===== config.mk =====
export PLATFORM = sky130hd
export DESIGN_NAME = m4vt_merge
export DESIGN_NICKNAME = d
export VERILOG_FILES = /design/src/rtl/m4vt_pkg.sv /design/src/rtl/m4vt_merge.sv
export SDC_FILE = /design/constraint.sdc
export NUM_CORES = 1
export LEC_CHECK = 0
export ABC_AREA = 1
export BUFFER_PORTS_ARGS = -buffer_cell sky130_fd_sc_hd__buf_2
export CAP_MARGIN = 20
export CELL_PAD_IN_SITES_DETAIL_PLACEMENT = 0
export CELL_PAD_IN_SITES_GLOBAL_PLACEMENT = 2
export CORE_MARGIN = 2
export CORE_UTILIZATION = 26
export CTS_CLUSTER_SIZE = 25
export DETAILED_ROUTE_END_ITERATION = 10
export GPL_TIMING_DRIVEN = 0
export PLACE_DENSITY = 0.87
export SYNTH_ARGS = -nofsm -noshare
export SYNTH_HDL_FRONTEND = slang
export SYNTH_SLANG_ARGS = --single-unit
export TNS_END_PERCENT = 100

===== constraint.sdc =====
create_clock -name i_clk -period 1.82 [get_ports i_clk]
set_clock_uncertainty 0.1 [all_clocks]
set_input_delay 0.091 -clock i_clk [delete_from_list [all_inputs] [get_ports i_clk]]
set_output_delay 0.091 -clock i_clk [all_outputs]
set_load 0.01 [all_outputs]

===== src/rtl/m4vt_pkg.sv =====
`default_nettype none

package m4vt_pkg;

    localparam int DATA_W   = 32;  // Q16.16 word
    localparam int FRAC_W   = 16;
    localparam int PROD_W   = 2 * DATA_W;
    localparam int TERM_W   = PROD_W - FRAC_W;
    localparam int SUM_W    = TERM_W + 2;  // four terms summed exactly
    localparam int OUT_ROWS = 4;
    localparam int IDX_W    = 4;

    localparam logic signed [DATA_W-1:0] ONE_Q16 = 32'sh0001_0000;
    localparam logic signed [DATA_W-1:0] SAT_MAX = 32'sh7FFF_FFFF;
    localparam logic signed [DATA_W-1:0] SAT_MIN = 32'sh8000_0000;

    localparam logic OP_LOAD  = 1'b0;
    localparam logic OP_XFORM = 1'b1;

    // stage load enables, one per pipeline register
    typedef struct packed {
        logic load_prod;
        logic load_sum;
        logic load_out;
    } t_pipe_en;

endpackage

`default_nettype wire


===== src/rtl/m4vt_merge.sv =====
`default_nettype none

// Clamps each row sum to 32 bits, ORs the clamp flags, registers the result.
module m4vt_merge #(
    parameter int ROWS = 4
) (
    input  wire                                     i_clk,
    input  wire m4vt_pkg::t_pipe_en                 i_en,
    input  wire logic signed [m4vt_pkg::SUM_W-1:0]  i_sum [ROWS],
    output logic signed [m4vt_pkg::DATA_W-1:0]      o_out [m4vt_pkg::OUT_ROWS],
    output logic                                    o_sat
);
    import m4vt_pkg::*;

    logic signed [DATA_W-1:0] r_out [OUT_ROWS];
    logic                     r_sat;
    logic signed [DATA_W-1:0] n_out [OUT_ROWS];
    logic                     n_sat;

    always_comb begin
        logic [SUM_W-DATA_W:0] hi;
        n_sat = 1'b0;
        for (int r = 0; r < OUT_ROWS; r++) begin
            n_out[r] = '0;
        end
        for (int r = 0; r < ROWS; r++) begin
            hi = i_sum[r][SUM_W-1:DATA_W-1];
            if (hi == '0 || hi == '1) begin
                n_out[r] = i_sum[r][DATA_W-1:0];
            end else begin
                n_out[r] = i_sum[r][SUM_W-1] ? SAT_MIN : SAT_MAX;
                n_sat    = 1'b1;
            end
        end
    end

    always_ff @(posedge i_clk) begin
        if (i_en.load_out) begin
            r_out <= n_out;
            r_sat <= n_sat;
        end
    end

    assign o_out = r_out;
    assign o_sat = r_sat;

endmodule

`default_nettype wire


==> metrics.txt <==
Num CTS Buffers=17; Cell Count, Final, Fillers Out=1302; I/O Pins=333; largest net degree at the start of global routing=73; Post-DP HPWL=12800 µm; Main synth FF type=edfxtp_1; mapped cell area=5630 µm²; Hold WC Path Type=input port to flop; most frequent cell after synthesis=nand2_1; Post-synth EDFFs=129; Crit Path Category=input port to flop; Inst Count DP=1144; PwrDens=859 nW/µm²; PnR Total Power=8.18 mW; syn_nets=742; GRT overflow=0; CTS tree=built; fin nets=1218; Die X=151 µm; number of vias per cell=4.13; Routed Antenna Nets=0; Fmax achieved=0.630 GHz; min Tclk post-route=1.59 ns; ratio of cells with drive above 1 in the final layout=0.382; Synth Register Bits=129; fill count=2043; Vias=5374; Core Util, Final=0.451; initial antenna violation count=0; RSZ-0062 raised after global routing=no; peak supply drop=0.555 mV; Avg Cell Area, Syn=10.5 µm²; GPL Wtd Cong=0.796; Pleak=4.30 nW; CP startpoint=i_sum[149]; post-DR wirelength/cell=13.8 µm; area share of the largest cell type after synthesis=0.688; first-pass GRT wire length=27000 µm; Longest Clk Path Bufs=2; max-cap violation count=0; synth warn=0; DRT Pass-1 Iters=4; DRT iter0 DRCs=166; ant diodes=0; sequential cell area fraction in the yosys report=0.688; Slew HR=0.530; Residual DRC=0; CP required=1.87 ns; Post-Synthesis Cells=538; Finish-stage setup viols=0; status=completed; Final Cycle Share=0.872; initial core utilization=0.266; synth top area cells=edfxtp_1, nand2_1, nor2_1, buf_6, nand4_1; Async SR Flop Fraction=0; CP max FO=10; gr usage total=0.154; post-CTS setup buffer count=0; post-CTS resize count=0; CP Capture Type=flop; Netlist cell types=17; synth cell count leaders=nand2_1, edfxtp_1, nor2_1; port bufs=330; Clock Sinks=129; Worst-Margin Slew=0.705 ns; FP Rows=53; final hold vios=0; H-tree level count=4; Post-Route WL=17900 µm; Worst EP arrival=1.64 ns; CTS Root Cell=clkbuf_16; clock slew at reported path FFs=0.06 ns; Hold WS=0.0980 ns; Final Cell Area=9530 µm²; vias in the first global route=5374; Worst Min Path Start=i_sum[99]; Core Region=21200 µm²; area of the die=22900 µm²; Worst Setup Start Kind=input port; die height=151 µm; area leader, netlist=edfxtp_1; Final Max Tran Viols=0; Area growth, synth to finish=69.3%; area of placed instances=7660 µm²
==> through the flow <==
stage	setup TNS (ns)	worst slack [ns]
2_1_floorplan	0	0.599
3_3_place_gp	-132.23	-1.04
3_5_place_dp	0	0.289
4_1_cts	0	0.257
5_1_grt	0	0.0675
6_report	0	0.233
==> path summary, 6_finish.rpt <==
kind / slack (ns) / to / cells after the start
worst max-delay path: 0.23 / o_out[90]$_DFFE_PP_ / 9
worst min-delay path: 0.1 / o_out[32]$_DFFE_PP_ / 3
==> final cells by class <==
cell class	instances	area (µm²)	area share
Multi-Input combinational cell	377	1510	0.158
Tap cell	275	344	0.0361
Timing Repair Buffer	457	2950	0.309
Sequential cell	129	3870	0.406
Clock buffer	17	425	0.0446
Inverter	4	15.0	0.00158
Clock inverter	15	184	0.0193
Buffer	28	238	0.0249
==> worst max-delay path, stage by stage <==
cell,delay [ns]
dlygate4sd3_1,0.54
buf_2,0.15
nor2_1,0.10
nand2_1,0.05
nor2_1,0.10
nand3_1,0.10
nand3b_1,0.16
buf_2,0.26
nand2_1,0.08
==> state kept, by name, summed over array words and instances (netlist names) <==
register / flops
o_sat: 1
o_out: 128
==> where the power goes <==
| group | switching, mW | leakage, nW | internal (mW) | total, mW |
|---|---|---|---|---|
| clock network | 1.36 | 0.292 | 2.17 | 3.53 |
| registers | 0.0561 | 1.26 | 3.53 | 3.59 |
| logic | 0.512 | 2.74 | 0.555 | 1.07 |
| total | 1.93 | 4.30 | 6.26 | 8.18 |
==> kinds of logic after synthesis <==
| logic type | synth area share |
|---|---|
| AND/OR/NAND/NOR | 0.267 |
| flip-flops | 0.688 |
| buffers and inverters | 0.0449 |
==> repair_timing <==
action | 4_1_cts | 5_1_grt
endpoints found under the hold margin | 126 | 0
setup endpoints to repair | 0 | 0
hold buffers | 126 | 0
==> cell usage in the layout (no fill, tap or decap) <==
| cell type | n |
|---|---|
| nand3_2 | 2 |
| buf_6 | 13 |
| nand3b_1 | 2 |
| clkinv_4 | 5 |
| dlygate4sd3_1 | 128 |
| nand2_4 | 2 |
| bufinv_16 | 3 |
| clkinv_1 | 1 |
| or2_1 | 4 |
| buf_2 | 335 |
| nor2_1 | 56 |
| nand3b_2 | 2 |
| inv_1 | 4 |
| nand2_1 | 293 |
| clkinvlp_4 | 2 |
| nand3_1 | 6 |
| nand4_1 | 8 |
| clkbuf_16 | 17 |
| buf_16 | 1 |
| inv_6 | 3 |
| clkbuf_1 | 2 |
| clkinv_2 | 1 |
| edfxtp_1 | 129 |
| buf_4 | 6 |
| nor3_1 | 2 |
==> routing by layer <==
layer	part of all wire	global-route usage
met2	0.50	0.278
met5	0	0
met1	0.39	0.172
met3	0.091	0.0530
met4	0.011	0.0467
Power figures use the tool's default switching activity.
